`src/sv/dncs_pkg.sv`:
```
`timescale 1ns / 1ps

package dncs_pkg;

   localparam int CapWidth  = 9;
   localparam int CharWidth = 16;

   localparam logic [7:0] TagUtf8      = 8'h0C;
   localparam logic [7:0] TagPrintable = 8'h13;
   localparam logic [7:0] TagIa5       = 8'h16;
   localparam logic [7:0] TagT61       = 8'h14;
   localparam logic [7:0] TagBmp       = 8'h1E;

   localparam logic [7:0] OidFirst     = 8'h06;
   localparam logic [7:0] PrintLow     = 8'h20;
   localparam logic [7:0] PrintHigh    = 8'h7E;
   localparam logic [7:0] Substitute   = 8'h3F;

   localparam logic [2:0] PatternLen   = 3'd5;

   typedef struct packed {
      logic [CapWidth-1:0] first_capacity;
      logic [CapWidth-1:0] second_capacity;
   } cap_type;

   typedef struct packed {
      logic                 which_name;
      logic                 char_valid;
      logic [CharWidth-1:0] char_value;
      logic                 name_end;
      logic                 name_cut;
      logic                 scan_done;
      logic [1:0]           names_found;
   } rsp_payload_type;

   // commonName attribute: 06 03 55 04 03
   function automatic logic [7:0] pattern_byte(input logic [2:0] idx);
      logic [7:0] b;
      unique case (idx)
         3'd0:    b = 8'h06;
         3'd1:    b = 8'h03;
         3'd2:    b = 8'h55;
         3'd3:    b = 8'h04;
         3'd4:    b = 8'h03;
         default: b = 8'h00;
      endcase
      return b;
   endfunction

   function automatic logic tag_ok(input logic [7:0] t);
      return (t == TagUtf8) || (t == TagPrintable) || (t == TagIa5) ||
             (t == TagT61) || (t == TagBmp);
   endfunction

endpackage

```
`src/sv/dncs_if.sv`:
```
`timescale 1ns / 1ps

interface dncs_req_if;
   logic       valid;
   logic       ready;
   logic [7:0] data_byte;
   logic       last_byte;

   modport source (output valid, output data_byte, output last_byte, input ready);
   modport sink (input valid, input data_byte, input last_byte, output ready);
endinterface

interface dncs_rsp_if;
   logic        valid;
   logic        ready;
   logic        which_name;
   logic        char_valid;
   logic [15:0] char_value;
   logic        name_end;
   logic        name_cut;
   logic        scan_done;
   logic [1:0]  names_found;

   modport source (output valid, output which_name, output char_valid, output char_value,
                   output name_end, output name_cut, output scan_done, output names_found,
                   input ready);
   modport sink (input valid, input which_name, input char_valid, input char_value,
                 input name_end, input name_cut, input scan_done, input names_found,
                 output ready);
endinterface

```
`src/sv/der_common_name_scanner_unit.sv`:
```
`timescale 1ns / 1ps

// commonName scanner for a DER certificate byte stream.
// req_chan takes one stream byte per transfer, with last_byte on the final
// byte. rsp_chan gives at most one result per byte: a kept character of
// the current name, the end of a name, or the final count on the last byte.
// Bytes that cause none of these give no transfer.
// A byte is registered in the input register, the scanner works on it there,
// and its result is registered in the result register that drives rsp valid.
// Throughput is one byte per cycle while no result waits on a low rsp ready;
// the whole step is a single pass of matcher, tag and length checks and the
// character converter.
// When rsp ready is low with a result held, a byte that yields no result
// still moves on, a byte that yields one waits in the input register, and
// req ready drops once that register is occupied.
// Reset clears the scanner and both pipeline stages and sets both capacities
// to 128. The APB registers sit at byte address 0 (first capacity) and 4
// (second capacity); write them only while the scanner is idle.

module der_common_name_scanner_unit (
   input  logic         clock,
   input  logic         reset,
   dncs_req_if.sink     req_chan,
   dncs_rsp_if.source   rsp_chan,
   input  logic         psel,
   input  logic         penable,
   input  logic         pwrite,
   input  logic [2:0]   paddr,
   input  logic [31:0]  pwdata,
   output logic [31:0]  prdata,
   output logic         pready
);

   dncs_pkg::cap_type         caps;
   dncs_pkg::rsp_payload_type rsp_data;

   logic       in_valid_ff, in_valid_in;
   logic [7:0] in_byte_ff;
   logic       in_last_ff;
   logic       step_ready;
   logic       req_take;

   dncs_csr u_csr (
      .clock   (clock),
      .reset   (reset),
      .psel    (psel),
      .penable (penable),
      .pwrite  (pwrite),
      .paddr   (paddr),
      .pwdata  (pwdata),
      .prdata  (prdata),
      .pready  (pready),
      .caps    (caps)
   );

   assign req_chan.ready = !in_valid_ff || step_ready;
   assign req_take       = req_chan.valid && req_chan.ready;

   always_comb begin
      if (req_take) begin
         in_valid_in = 1'b1;
      end else if (step_ready) begin
         in_valid_in = 1'b0;
      end else begin
         in_valid_in = in_valid_ff;
      end
   end

   always_ff @(posedge clock) begin
      if (reset) begin
         in_valid_ff <= 1'b0;
      end else begin
         in_valid_ff <= in_valid_in;
      end
      if (req_take) begin
         in_byte_ff <= req_chan.data_byte;
         in_last_ff <= req_chan.last_byte;
      end
   end

   dncs_core u_core (
      .clock      (clock),
      .reset      (reset),
      .step_valid (in_valid_ff),
      .step_ready (step_ready),
      .step_byte  (in_byte_ff),
      .step_last  (in_last_ff),
      .caps       (caps),
      .rsp_valid  (rsp_chan.valid),
      .rsp_ready  (rsp_chan.ready),
      .rsp_data   (rsp_data)
   );

   assign rsp_chan.which_name  = rsp_data.which_name;
   assign rsp_chan.char_valid  = rsp_data.char_valid;
   assign rsp_chan.char_value  = rsp_data.char_value;
   assign rsp_chan.name_end    = rsp_data.name_end;
   assign rsp_chan.name_cut    = rsp_data.name_cut;
   assign rsp_chan.scan_done   = rsp_data.scan_done;
   assign rsp_chan.names_found = rsp_data.names_found;

endmodule

```
`src/sv/dncs_csr.sv`:
```
`timescale 1ns / 1ps

module dncs_csr (
   input  logic             clock,
   input  logic             reset,
   input  logic             psel,
   input  logic             penable,
   input  logic             pwrite,
   input  logic [2:0]       paddr,
   input  logic [31:0]      pwdata,
   output logic [31:0]      prdata,
   output logic             pready,
   output dncs_pkg::cap_type caps
);

   localparam logic [dncs_pkg::CapWidth-1:0] CapReset = 9'd128;

   logic [dncs_pkg::CapWidth-1:0] first_ff;
   logic [dncs_pkg::CapWidth-1:0] second_ff;
   logic                          wr_en;

   // bit 2 of the byte address picks the register
   assign wr_en  = psel && penable && pwrite;
   assign pready = 1'b1;
   assign prdata = paddr[2] ? {23'd0, second_ff} : {23'd0, first_ff};

   always_ff @(posedge clock) begin
      if (reset) begin
         first_ff  <= CapReset;
         second_ff <= CapReset;
      end else if (wr_en) begin
         if (paddr[2]) begin
            second_ff <= pwdata[dncs_pkg::CapWidth-1:0];
         end else begin
            first_ff <= pwdata[dncs_pkg::CapWidth-1:0];
         end
      end
   end

   assign caps.first_capacity  = first_ff;
   assign caps.second_capacity = second_ff;

endmodule

```
`src/sv/dncs_core.sv`:
```
`timescale 1ns / 1ps

module dncs_core (
   input  logic                     clock,
   input  logic                     reset,
   input  logic                     step_valid,
   output logic                     step_ready,
   input  logic [7:0]               step_byte,
   input  logic                     step_last,
   input  dncs_pkg::cap_type        caps,
   output logic                     rsp_valid,
   input  logic                     rsp_ready,
   output dncs_pkg::rsp_payload_type rsp_data
);

   typedef enum logic [1:0] {PH_SEARCH, PH_TAG, PH_LEN, PH_VALUE} phase_type;

   phase_type  phase_ff, phase_in;
   logic [2:0] match_ff, match_in;
   logic       bmp_ff, bmp_in;
   logic [6:0] left_ff, left_in;
   logic [1:0] found_ff, found_in;
   logic [6:0] chars_ff, chars_in;
   logic [7:0] high_ff, high_in;
   logic       odd_ff, odd_in;
   logic       stopped_ff, stopped_in;
   logic       rsp_valid_ff, rsp_valid_in;
   dncs_pkg::rsp_payload_type rsp_ff, rsp_in;

   logic                          emit;
   logic                          produce;
   logic                          fire;
   logic                          out_free;
   logic                          have;
   logic [15:0]                   ch_val;
   logic [dncs_pkg::CapWidth-1:0] cap;
   logic [2:0]                    match_up;

   always_comb begin
      phase_in   = phase_ff;
      match_in   = match_ff;
      bmp_in     = bmp_ff;
      left_in    = left_ff;
      found_in   = found_ff;
      chars_in   = chars_ff;
      high_in    = high_ff;
      odd_in     = odd_ff;
      stopped_in = stopped_ff;
      emit       = 1'b0;
      have       = 1'b0;
      ch_val     = 16'd0;
      match_up   = 3'd0;
      cap        = (found_ff == 2'd0) ? caps.first_capacity : caps.second_capacity;
      rsp_in     = '0;

      if (!stopped_ff) begin
         unique case (phase_ff)
            PH_SEARCH: begin
               if (step_byte == dncs_pkg::pattern_byte(match_ff)) begin
                  match_up = match_ff + 3'd1;
               end else begin
                  match_up = (step_byte == dncs_pkg::OidFirst) ? 3'd1 : 3'd0;
               end
               if (match_up == dncs_pkg::PatternLen) begin
                  match_in = 3'd0;
                  phase_in = PH_TAG;
               end else begin
                  match_in = match_up;
               end
            end
            PH_TAG: begin
               if (dncs_pkg::tag_ok(step_byte)) begin
                  bmp_in   = (step_byte == dncs_pkg::TagBmp);
                  phase_in = PH_LEN;
               end else begin
                  // a rejected tag byte may open the next pattern
                  phase_in = PH_SEARCH;
                  match_in = (step_byte == dncs_pkg::OidFirst) ? 3'd1 : 3'd0;
               end
            end
            PH_LEN: begin
               if (step_byte == 8'd0 || step_byte[7]) begin
                  phase_in = PH_SEARCH;
                  match_in = 3'd0;
               end else begin
                  left_in  = step_byte[6:0];
                  chars_in = 7'd0;
                  odd_in   = 1'b0;
                  high_in  = 8'd0;
                  phase_in = PH_VALUE;
               end
            end
            PH_VALUE: begin
               if (bmp_ff) begin
                  if (odd_ff) begin
                     ch_val = {high_ff, step_byte};
                     have   = 1'b1;
                     odd_in = 1'b0;
                  end else begin
                     high_in = step_byte;
                     odd_in  = 1'b1;
                  end
               end else begin
                  have   = 1'b1;
                  ch_val = (step_byte >= dncs_pkg::PrintLow && step_byte <= dncs_pkg::PrintHigh)
                           ? {8'd0, step_byte} : {8'd0, dncs_pkg::Substitute};
               end
               if (have && cap != '0 && {2'b00, chars_ff} < (cap - 9'd1)) begin
                  rsp_in.char_valid = 1'b1;
                  rsp_in.char_value = ch_val;
                  rsp_in.which_name = found_ff[0];
                  chars_in          = chars_ff + 7'd1;
                  emit              = 1'b1;
               end
               left_in = left_ff - 7'd1;
               if (left_ff == 7'd1) begin
                  rsp_in.which_name = found_ff[0];
                  rsp_in.name_end   = 1'b1;
                  emit              = 1'b1;
                  found_in          = found_ff + 2'd1;
                  phase_in          = PH_SEARCH;
                  match_in          = 3'd0;
                  if (found_ff == 2'd1) begin
                     stopped_in = 1'b1;
                  end
               end
            end
            default: begin
               phase_in = PH_SEARCH;
            end
         endcase

         // stream ended inside a value: name is cut, scanning stops
         if (step_last && phase_in == PH_VALUE) begin
            rsp_in.name_cut   = 1'b1;
            rsp_in.which_name = found_ff[0];
            stopped_in        = 1'b1;
         end
      end

      rsp_in.scan_done   = step_last;
      rsp_in.names_found = found_in;

      // the last byte returns the scanner to its reset state
      if (step_last) begin
         phase_in   = PH_SEARCH;
         match_in   = 3'd0;
         bmp_in     = 1'b0;
         left_in    = 7'd0;
         found_in   = 2'd0;
         chars_in   = 7'd0;
         high_in    = 8'd0;
         odd_in     = 1'b0;
         stopped_in = 1'b0;
      end
   end

   assign produce    = emit || step_last;
   assign out_free   = !rsp_valid_ff || rsp_ready;
   assign step_ready = out_free || !produce;
   assign fire       = step_valid && step_ready;

   always_comb begin
      if (fire && produce) begin
         rsp_valid_in = 1'b1;
      end else if (rsp_ready) begin
         rsp_valid_in = 1'b0;
      end else begin
         rsp_valid_in = rsp_valid_ff;
      end
   end

   always_ff @(posedge clock) begin
      if (reset) begin
         phase_ff     <= PH_SEARCH;
         match_ff     <= 3'd0;
         bmp_ff       <= 1'b0;
         left_ff      <= 7'd0;
         found_ff     <= 2'd0;
         chars_ff     <= 7'd0;
         high_ff      <= 8'd0;
         odd_ff       <= 1'b0;
         stopped_ff   <= 1'b0;
         rsp_valid_ff <= 1'b0;
      end else begin
         rsp_valid_ff <= rsp_valid_in;
         if (fire) begin
            phase_ff   <= phase_in;
            match_ff   <= match_in;
            bmp_ff     <= bmp_in;
            left_ff    <= left_in;
            found_ff   <= found_in;
            chars_ff   <= chars_in;
            high_ff    <= high_in;
            odd_ff     <= odd_in;
            stopped_ff <= stopped_in;
         end
      end
      if (fire && produce) begin
         rsp_ff <= rsp_in;
      end
   end

   assign rsp_valid = rsp_valid_ff;
   assign rsp_data  = rsp_ff;

endmodule

```
`src/flat_wrapper.sv`:
```
// flat-port wrapper written by rule: the top's interface ports become plain ports
module der_common_name_scanner_unit_flat 
  (clock, reset, psel, penable, pwrite, paddr, pwdata, prdata, pready, req_chan_valid, req_chan_data_byte, req_chan_last_byte, req_chan_ready, rsp_chan_valid, rsp_chan_which_name, rsp_chan_char_valid, rsp_chan_char_value, rsp_chan_name_end, rsp_chan_name_cut, rsp_chan_scan_done, rsp_chan_names_found, rsp_chan_ready);
  dncs_req_if req_chan_i ();
  dncs_rsp_if rsp_chan_i ();
  input  logic clock;
  input  logic reset;
  input  logic psel;
  input  logic penable;
  input  logic pwrite;
  input  logic [2:0] paddr;
  input  logic [31:0] pwdata;
  output logic [31:0] prdata;
  output logic pready;
  input wire logic [$bits(req_chan_i.valid)-1:0] req_chan_valid;
  input wire logic [$bits(req_chan_i.data_byte)-1:0] req_chan_data_byte;
  input wire logic [$bits(req_chan_i.last_byte)-1:0] req_chan_last_byte;
  output wire logic [$bits(req_chan_i.ready)-1:0] req_chan_ready;
  output wire logic [$bits(rsp_chan_i.valid)-1:0] rsp_chan_valid;
  output wire logic [$bits(rsp_chan_i.which_name)-1:0] rsp_chan_which_name;
  output wire logic [$bits(rsp_chan_i.char_valid)-1:0] rsp_chan_char_valid;
  output wire logic [$bits(rsp_chan_i.char_value)-1:0] rsp_chan_char_value;
  output wire logic [$bits(rsp_chan_i.name_end)-1:0] rsp_chan_name_end;
  output wire logic [$bits(rsp_chan_i.name_cut)-1:0] rsp_chan_name_cut;
  output wire logic [$bits(rsp_chan_i.scan_done)-1:0] rsp_chan_scan_done;
  output wire logic [$bits(rsp_chan_i.names_found)-1:0] rsp_chan_names_found;
  input wire logic [$bits(rsp_chan_i.ready)-1:0] rsp_chan_ready;
  assign req_chan_i.valid = req_chan_valid;
  assign req_chan_i.data_byte = req_chan_data_byte;
  assign req_chan_i.last_byte = req_chan_last_byte;
  assign req_chan_ready = req_chan_i.ready;
  assign rsp_chan_valid = rsp_chan_i.valid;
  assign rsp_chan_which_name = rsp_chan_i.which_name;
  assign rsp_chan_char_valid = rsp_chan_i.char_valid;
  assign rsp_chan_char_value = rsp_chan_i.char_value;
  assign rsp_chan_name_end = rsp_chan_i.name_end;
  assign rsp_chan_name_cut = rsp_chan_i.name_cut;
  assign rsp_chan_scan_done = rsp_chan_i.scan_done;
  assign rsp_chan_names_found = rsp_chan_i.names_found;
  assign rsp_chan_i.ready = rsp_chan_ready;
  der_common_name_scanner_unit u_core (.clock(clock), .reset(reset), .req_chan(req_chan_i), .rsp_chan(rsp_chan_i), .psel(psel), .penable(penable), .pwrite(pwrite), .paddr(paddr), .pwdata(pwdata), .prdata(prdata), .pready(pready));
endmodule
```
`config.mk`:
```
export PLATFORM = sky130hd
export DESIGN_NAME = der_common_name_scanner_unit_flat
export DESIGN_NICKNAME = d
export VERILOG_FILES = /design/src/sv/dncs_pkg.sv /design/src/sv/dncs_if.sv /design/src/sv/der_common_name_scanner_unit.sv /design/src/sv/dncs_csr.sv /design/src/sv/dncs_core.sv /design/src/flat_wrapper.sv
export SDC_FILE = /design/constraint.sdc
export NUM_CORES = 1
export LEC_CHECK = 0
export ABC_AREA = 1
export BUFFER_PORTS_ARGS = -buffer_cell sky130_fd_sc_hd__buf_2
export CORE_ASPECT_RATIO = 2
export CORE_MARGIN = 4
export CORE_UTILIZATION = 49
export CTS_CLUSTER_SIZE = 40
export DETAILED_ROUTE_END_ITERATION = 10
export GPL_TIMING_DRIVEN = 0
export PLACE_DENSITY = 0.76
export SYNTH_ARGS = -nofsm -noshare
export SYNTH_HDL_FRONTEND = slang
export SYNTH_HIERARCHICAL = 1
export SYNTH_SLANG_ARGS = --single-unit
```
`constraint.sdc`:
```
create_clock -name clock -period 3.1 [get_ports clock]
set_input_delay 0.31 -clock clock [delete_from_list [all_inputs] [get_ports clock]]
set_output_delay 0.31 -clock clock [all_outputs]
set_load 0.1 [all_outputs]
```
==> results.md, run 1 <==
- The run finished, with violations left.
- The final reports fail on setup timing.
- Setup repair after global routing could not meet its margin everywhere.
- The proportion of synthesized flip-flops having asynchronous set or reset is 0.
- TritonCTS built the clock tree.
- Derived from the worst setup path, the maximum achievable clock frequency is 294 MHz.
- The worst path in the final design needs a cycle of 3.40 ns, including I/O delays and setup.
- The number of global-route vias before repair is 4,632.
- The fraction of layout cells with a size suffix above 1 is 0.267.
- STA puts the critical path data required time at 2.79 ns.
- After synthesis the netlist holds a flip-flop and latch count of 84.
- The count of routing violations after the opening detailed-route iteration is 391.
- The maximum vdd drop is 297 µV.
- The maximum buffer depth of the clock tree is 2.
- The path class of the lowest-slack min-delay path is in2reg.
- After global routing the overflow that remains totals 0.
- After detailed routing, the total wire length is 14,200 µm.
- The count of endpoints failing setup in the final report is 65.
- Data on the critical path arrives at its endpoint at 3.09 ns.
- The top-area cell type share of the netlist area is 0.208.
- dfxtp_1 takes more of the synthesized area than any other cell.
- Entering global routing, the biggest net connects 14 pins.
- The worst setup path is captured at an output pin.
- The initial antenna violation count is 0.
- The number of input and output port buffers inserted is 59.
- The final net count is 886.
- The delay of the slowest cell on the worst path is 0.33 ns.
- The proportion of synthesized chip area in sequential cells is 0.401.
- The most prevalent standard cell on the critical path is nand2_1.
- For the final routed database, the setup TNS stands at -11.04 ns.
- The number of cells in the finished layout apart from fillers is 956.
- A synthesized cell averages 7.23 µm².
- The final number of max-transition violations is 0.
- The tree is rooted in a clkbuf_16.
- The worst setup path is launched from a flip-flop.
- The number of standard cells after synthesis is 691.
- The worst setup path is of the reg2out kind.
- The global-route wire length before repair is 21,500 µm.
- After detailed placement, the design holds a cell count of 904.
- For this run, the number of Yosys warnings is 6.
- The total via count after detailed routing is 4,963.
- The total standard cell area after synthesis is 4990 µm².
- The number of flops mapped to enable cells by yosys is 32.
- The number of antenna-violating nets in the routed design is 0.
- The hold violation total from the final report is 0.
- Dividing the detail-routed wire length by the instance count gives 14.9 µm.
- The HPWL after detailed placement is 10,000 µm.
- The share of the cycle needed by the critical path after routing is 1.10.
- Across every metal layer, demand over resource in global routing totals 0.232.
- The cell leakage power is 3.04 nW.
- The synthesized netlist contains 39 unique library cells.
- The total DRC errors in the routed layout is 0.
- For this design the top-level I/O count stands at 109.
- The die area is 12,000 µm².
- The design draws 0.00319 W.
- The cell with the most instances after synthesis is nand2_1.
- Across all setup checks in the final design, the least slack found is -0.300 ns.
- Yosys attributes the largest share of cell area to dfxtp_1 21%, edfxtp_1 19%, nand2_1 12%.
- The post-placement setup slack is -0.708 ns.
- The cell at the slowest stage of the critical path is dfxtp_2.
- The maximum fanout along the worst path is 8.
- The clock transition time at the flip-flop clock pins of the worst setup and hold paths is 0.06 ns.
- The total power divided by cell area is 485 nW/µm².
- The area growth from synthesis to layout is 31.5%.
- The most common flop cell mapped by yosys is dfxtp_1.
- The signal on the critical path passes through inv_4, ha_4, inv_8, o21ai_4, nor2_4, a21oi_2, nor2_2, ha_1, nand2_1, nand2_1, a21oi_2, nand2_1, nand2_1, nand2_2, nand4_4, nand3_4, nand2_4, nand2_8, inv_8, nand2_4, buf_12.
- The commonest cells after synthesis are 166 x nand2_1, 98 x nor2_1, 94 x inv_1.
- The tool flagged a number of max-cap violations equal to 0.
- The H-tree generated during clock tree synthesis spans 3 levels.
- The initial core utilization is 0.508.
- After floorplanning, the core was sized to cover 9830 µm².
- The insertion delay to the later sink of the worst-skew pair is 0.33 ns.
- Hold timing on the final database bottoms out at a slack of 0.147 ns.
- The via density per instance is 5.19.
- Counting every sink on the clock net gives 84.
- The worst slew margin relative to its limit is 0.524.
- Before antenna repair, the detailed router went through 8 iterations.
- For the pin with the worst max-slew slack, the measured transition is 0.714 ns.
- The clock arrives with 0.00559 ns of skew.
- The number of buffers created by CTS is 9.
- The horizontal die dimension is 79.4 µm.
- The number of antenna diodes in the final layout is 0.
- The count of standard-cell rows is 51.
- The vertical die dimension is 151 µm.
- Routability-driven placement finished with a final weighted congestion of 0.925.
power by group:
part / total (W) / internal (W) / leakage (nW) / switching (W)
clock network: 0.00110 / 0.000694 / 0.151 / 0.000408
registers: 0.00123 / 0.00119 / 0.715 / 0.0000364
logic: 0.000855 / 0.000260 / 2.17 / 0.000595
area by class of cell:
class	instances	area, µm²
fillers	837	3260
multi-input cells	489	2720
flip-flops and latches	84	2000
repair buffers	93	652
inverters	99	397
plain buffers	40	275
clock buffers	13	272
well taps	132	165
repair inverters	3	43.8
clock inverters	3	42.5
state kept, by name, summed over array words and instances (netlist names), 2 cells and up:
register                cells
u_core/u_core/phase_ff      2
u_core/in_byte_ff           8
u_core/u_core/chars_ff      7
u_core/u_core/found_ff      2
u_core/u_csr/second_ff      9
u_core/u_csr/first_ff       9
u_core/u_core/match_ff      3
u_core/u_core/high_ff       8
u_core/u_core/rsp_data     23
u_core/u_core/left_ff       7
cells in the final DEF, fill, tap and decap left out, types with 13 or more instances in the layout:
cell type	count
ha_1	15
edfxtp_1	32
nand4_1	14
buf_2	61
inv_1	91
nand3_1	36
buf_4	50
nand2_1	151
nand2_4	13
o21ai_0	19
nor3_1	21
nor2_1	89
dfxtp_1	51
conb_1	24
a21oi_1	20
cells by family after synthesis:
logic type	synth area share
fa+ha+maj	0.0401
buf+inv	0.132
xor+xnor	0.0193
flops	0.401
other cells	0.00150
compound gates	0.0726
mux	0.00200
simple gates	0.332
timing repair:
action / in CTS / in global routing
gates cloned: 3 / 2
hold buffers: 0 / 0
resized for setup: 49 / 56
hold endpoints to repair: 0 / 0
setup endpoints to repair: 78 / 78
setup buffers: 17 / 15
pin swaps: 18 / 22
path summary, 6_finish.rpt:
kind,startpoint,endpoint,slack [ns],cells after the start
worst max-delay path,u_core/u_core/found_ff[0],req_chan_ready,-0.30,21
worst min-delay path,req_chan_data_byte[5],u_core/in_byte_ff[5],0.15,1
worst max register to register,u_core/u_core/found_ff[0],u_core/u_core/match_ff[2],-0.21,23
worst min register to register,u_core/in_last_ff,u_core/u_core/rsp_data[2],0.46,0
metal layers:
layer / up-vias / track usage / routed length (µm)
li1: 2414 / - / -
met1: 2275 / 0.197 / 4490
met2: 204 / 0.472 / 8140
met3: 70 / 0.0321 / 616
met4: 0 / 0.156 / 956
met5: - / 0 / 0
worst max-delay path, delay by kind of cell (launching register included):
| family | cells | cell delay (ns) |
|---|---|---|
| and+or+nand+nor | 12 | 0.97 |
| buffers and inverters | 4 | 0.41 |
| DFF | 1 | 0.33 |
| AOI/OAI and AO/OA | 3 | 0.49 |
| adders and majority gates | 2 | 0.53 |
through the flow:
| step | area [µm²] | utilization |
|---|---|---|
| after CTS | 6180 | 0.629 |
| final | 6570 | 0.668 |
| after floorplan | 5090 | - |
| after detailed placement | 5550 | 0.565 |
| after global placement | 5550 | 0.565 |
| after global routing | 6570 | 0.668 |
No activity file was read; power rests on OpenSTA's default activity.
==> inputs of run 2 (changes only) <==
--- a/config.mk
+++ b/config.mk
@@ -14,6 +14,7 @@
 export DETAILED_ROUTE_END_ITERATION = 10
 export GPL_TIMING_DRIVEN = 0
 export PLACE_DENSITY = 0.76
+export SKIP_CTS_REPAIR_TIMING = 1
 export SYNTH_ARGS = -nofsm -noshare
 export SYNTH_HDL_FRONTEND = slang
 export SYNTH_HIERARCHICAL = 1
==> run 2 against run 1 <==
Largest cell class unchanged. Count of clock-buffer cells in the layout did not move. Global-route usage fell by 1.4 points. Via count fell by 2.2%. Non-clock buffer count fell by 6. Wire length fell by 4.0%. Sequential share of layout area rose by 0.66 points. Clock skew barely moved. The flow still finishes with violations (setup timing). Worst setup slack got worse by 0.10 ns. Total power fell by 1.1%. Flip-flop and latch count did not move. Combinational power fell by 5.4%.
==> results.md, run 2 (synthesis gave the netlist of run 1 again) <==
- The area after detailed placement is 5550 µm² (unchanged).
- The insertion delay to the later sink of the worst-skew pair is 0.34 ns (about the same).
- The number of buffers created by CTS came to 9 (unchanged).
- The part of the power in the clock network came to 0.353 (+0.007).
- The maximum number of pins on one net before global-route repair came to 25 (+11).
- The die area came to 12,000 µm² (unchanged).
- The fraction of power consumed by combinational cells came to 0.257 (-0.011).
- The delay of the slowest cell on the worst path was 0.35 ns (+0.02 ns).
- The total via count after detailed routing is 4,855 (-2.2%).
- Leaving out fill and tap cells, the most frequent cell in the layout is nand2_1.
- The final non-filler cell area was 6430 µm² (-2.1%).
- The maximum fanout along the worst path is 7 (-1).
- The path class of the tightest hold or removal check is in2reg.
- The final-layout fill cell count is 867 (+3.6%).
- The final net count is 879 (-0.79%).
- The number of flip-flops under the largest register name is 23 (unchanged).
- The standard cell core area is 9830 µm² (unchanged).
- The maximum buffer depth of the clock tree is 2 (unchanged).
- The cell-internal power was 0.00212 W (-1.4%).
- The global-route usage over all layers was 0.218 (-0.0136).
- The switching share of power is 0.328 (+0.00152).
- The post-placement setup slack is -0.708 ns (unchanged).
- The total power divided by cell area is 490 nW/µm² (+1.0%).
- The setup TNS is -17.46 ns (-6.42 ns).
- The slowest stage of the critical path belongs to the cell dfxtp_2.
- The number of antenna-violating nets in the routed design is 0 (unchanged).
- Leaving out fill and tap cells, the most frequent cells in the layout are 156 x nand2_1, 91 x inv_1, 91 x nor2_1, 62 x buf_2, 51 x dfxtp_1.
- The detailed router used layers up to and including met4.
- The most prevalent standard cell on the critical path is nand2_4.
- Setup repair after global routing could not meet its margin everywhere.
- The net switching power came to 0.00103 W (-0.67%).
- The HPWL after detailed placement is 10,000 µm (unchanged).
- The final worst-path setup slack came to -0.402 ns (-0.103 ns).
- The tree is rooted in a clkbuf_16.
- The number of levels the H-tree was split into is 3 (unchanged).
- TritonCTS built the clock tree.
- The critical path start-end classification is reg2out.
- The element type at the critical path start is a flip-flop.
- The number of cells in the finished layout apart from fillers is 949 (-0.73%).
- The detailed-route wire length on metal 1 is 4490 µm (about the same).
- The count of standard-cell rows is 51 (unchanged).
- The initial antenna violation count is 0 (unchanged).
- The initial core utilization is 0.508 (unchanged).
- The amount of wire on met2 after detailed routing came to 7880 µm (-3.2%).
- The arrival time of the worst setup path is 3.19 ns (+0.10 ns).
- The mean routed wirelength per cell is 14.4 µm (-3.3%).
- The horizontal die dimension was 79.4 µm (unchanged).
- The minimum period implied by the final worst setup slack is 3.50 ns (+0.103 ns).
- The first-pass detailed-route iteration total is 7 (-1).
- The clock transition time at the flip-flop clock pins of the worst setup and hold paths is 0.06 ns (about the same).
- The path depth of the worst reg2reg path is 23 (unchanged).
- The final number of max-transition violations is 0 (unchanged).
- Broken down by cell family, the worst path's largest delay share belongs to simple AND/OR/NAND/NOR gates.
- The critical path endpoint category is an output pin.
- The signal on the critical path passes through inv_4, ha_4, buf_12, clkinv_8, nand2_4, nand2_4, nand2_4, nor2_4, a21oi_2, nor2_2, ha_1, nand2_1, nand2_2, a21oi_2, nand2_1, nand2_1, nand2_2, nand4_4, nand3_4, nand2_4, nand2_8, inv_6, nand2_4, buf_12.
- The total DRC errors in the routed layout was 0 (unchanged).
- The count of cells along the worst hold path was 1 (unchanged).
- The antenna diode count is 0 (unchanged).
- The final reports fail on setup timing.
- The number of input and output port buffers inserted is 59 (unchanged).
- The relative contribution of sequential cells to total power is 0.390 (+0.004).
- The number of max-capacitance violations reported is 0 (unchanged).
- The final total power is 0.00315 W (-1.1%).
- The measured slew at the worst slew-check pin is 0.710 ns (-0.00357 ns).
- The vertical die dimension is 151 µm (unchanged).
- The final global-route overflow total came to 0 (unchanged).
- The data required time of the worst path is 2.79 ns (about the same).
- The final worst clock skew is 0.00598 ns (+0.000390 ns).
- The via density per instance came to 5.12 (-1.5%).
- The wire length on met3 is 537 µm (-13%).
- The maximum vdd drop is 300 µV (+0.69%).
- The routability congestion estimate is 0.925 (unchanged).
- The count of placed standard cells including taps came to 904 (unchanged).
- The share of the cycle needed by the critical path after routing is 1.13 (+0.0332).
- The fraction of layout cells with a size suffix above 1 is 0.250 (-0.0173).
- The cell leakage power is 2.98 nW (-1.8%).
- The depth of the critical timing path with buffers and inverters included is 24 (+14%).
- The number of global-route vias before repair is 4,484 (-3.2%).
- The detailed-route wire length is 13,600 µm (-4.0%).
- The count of endpoints failing setup in the final report is 65 (unchanged).
- The count of routing violations after the opening detailed-route iteration is 395 (+1.0%).
- The hold violation total from the final report is 0 (unchanged).
- The achievable clock frequency is 286 MHz (-2.9%).
- The sum of buffers and inverters on the critical path is 5 (+1).
- The I/O pin total is 109 (unchanged).
- The setup slack of the most critical reg-to-reg path is -0.34 ns (-0.13 ns).
- The worst slew margin relative to its limit came to 0.527 (+0.00238).
- The clock sink total is 84 (unchanged).
- The run finished, with violations left.
- Compared with the post-synthesis result, the final layout area differs by 28.7%.
- The global-route wire length before repair is 20,400 µm (-4.8%).
==> run 2: cell count changes in the layout (fill, tap and decap cells not counted), moves of 3 or more <==
cell     before  now
nand2_1     151  156
nand2_4      13   10
nand3_2       3    0
buf_4        50   46
inv_8         4    1
nand3_1      36   39
buf_6         8    5
==> run 2: worst paths after layout <==
path	start	endpoint
hold reg to reg	u_core/in_last_ff	u_core/u_core/rsp_data[2]
setup reg to reg	u_core/u_core/found_ff[1]	u_core/u_core/rsp_data[10]
setup / recovery	u_core/u_core/found_ff[0]	req_chan_ready
hold / removal	req_chan_data_byte[7]	u_core/in_byte_ff[7]
==> run 2: worst reg2reg max path: stages, from the launching register on <==
cell and delay, ns:
dfxtp_1 0.31, inv_2 0.08, ha_4 0.15, buf_12 0.13, clkinv_8 0.08, o21ai_4 0.22, nor2_4 0.09, a21oi_2 0.17
nor2_2 0.06, ha_1 0.32, nand2_2 0.07, nor2_1 0.09, nand2_1 0.06, nand2_1 0.09, nand2_1 0.07, nand2_2 0.07
nand4_4 0.10, nand3_4 0.13, nand2_4 0.08, buf_4 0.16, a21oi_4 0.24, buf_8 0.19, nand2_8 0.10, clkinv_8 0.09
==> run 2: per-stage QoR <==
step                      hold slack, ns   util
after global placement             0.436  0.565
after floorplan                    0.372      -
final                              0.141  0.654
after CTS                          0.137  0.597
after global routing               0.134  0.654
after detailed placement           0.452  0.565
==> run 2: area by class of cell <==
type / instances / area, µm² / share of cell area
multi-input cells: 489 / 2660 / 0.413
flip-flops and latches: 84 / 2000 / 0.312
repair buffers: 86 / 556 / 0.0864
inverters: 99 / 404 / 0.0629
plain buffers: 41 / 303 / 0.0471
clock buffers: 13 / 272 / 0.0422
well taps: 132 / 165 / 0.0257
clock inverters: 3 / 42.5 / 0.00662
repair inverters: 2 / 27.5 / 0.00428
==> run 2: layer usage <==
metal | GRT usage | vias to the layer above
li1 | - | 2399
met1 | 0.188 | 2217
met2 | 0.446 | 183
met3 | 0.0304 | 56
met4 | 0.136 | 0
met5 | 0 | -
==> run 2: power by group through the flow <==
stage	logic, W	registers [W]	clock network [W]
after CTS	0.000692	0.00123	0.00112
after detailed placement	0.000686	0.00125	0
after global placement	0.000673	0.00125	0
after global routing	0.000865	0.00123	0.00118
after floorplan	0.000500	0.00132	0
final	0.000809	0.00123	0.00111
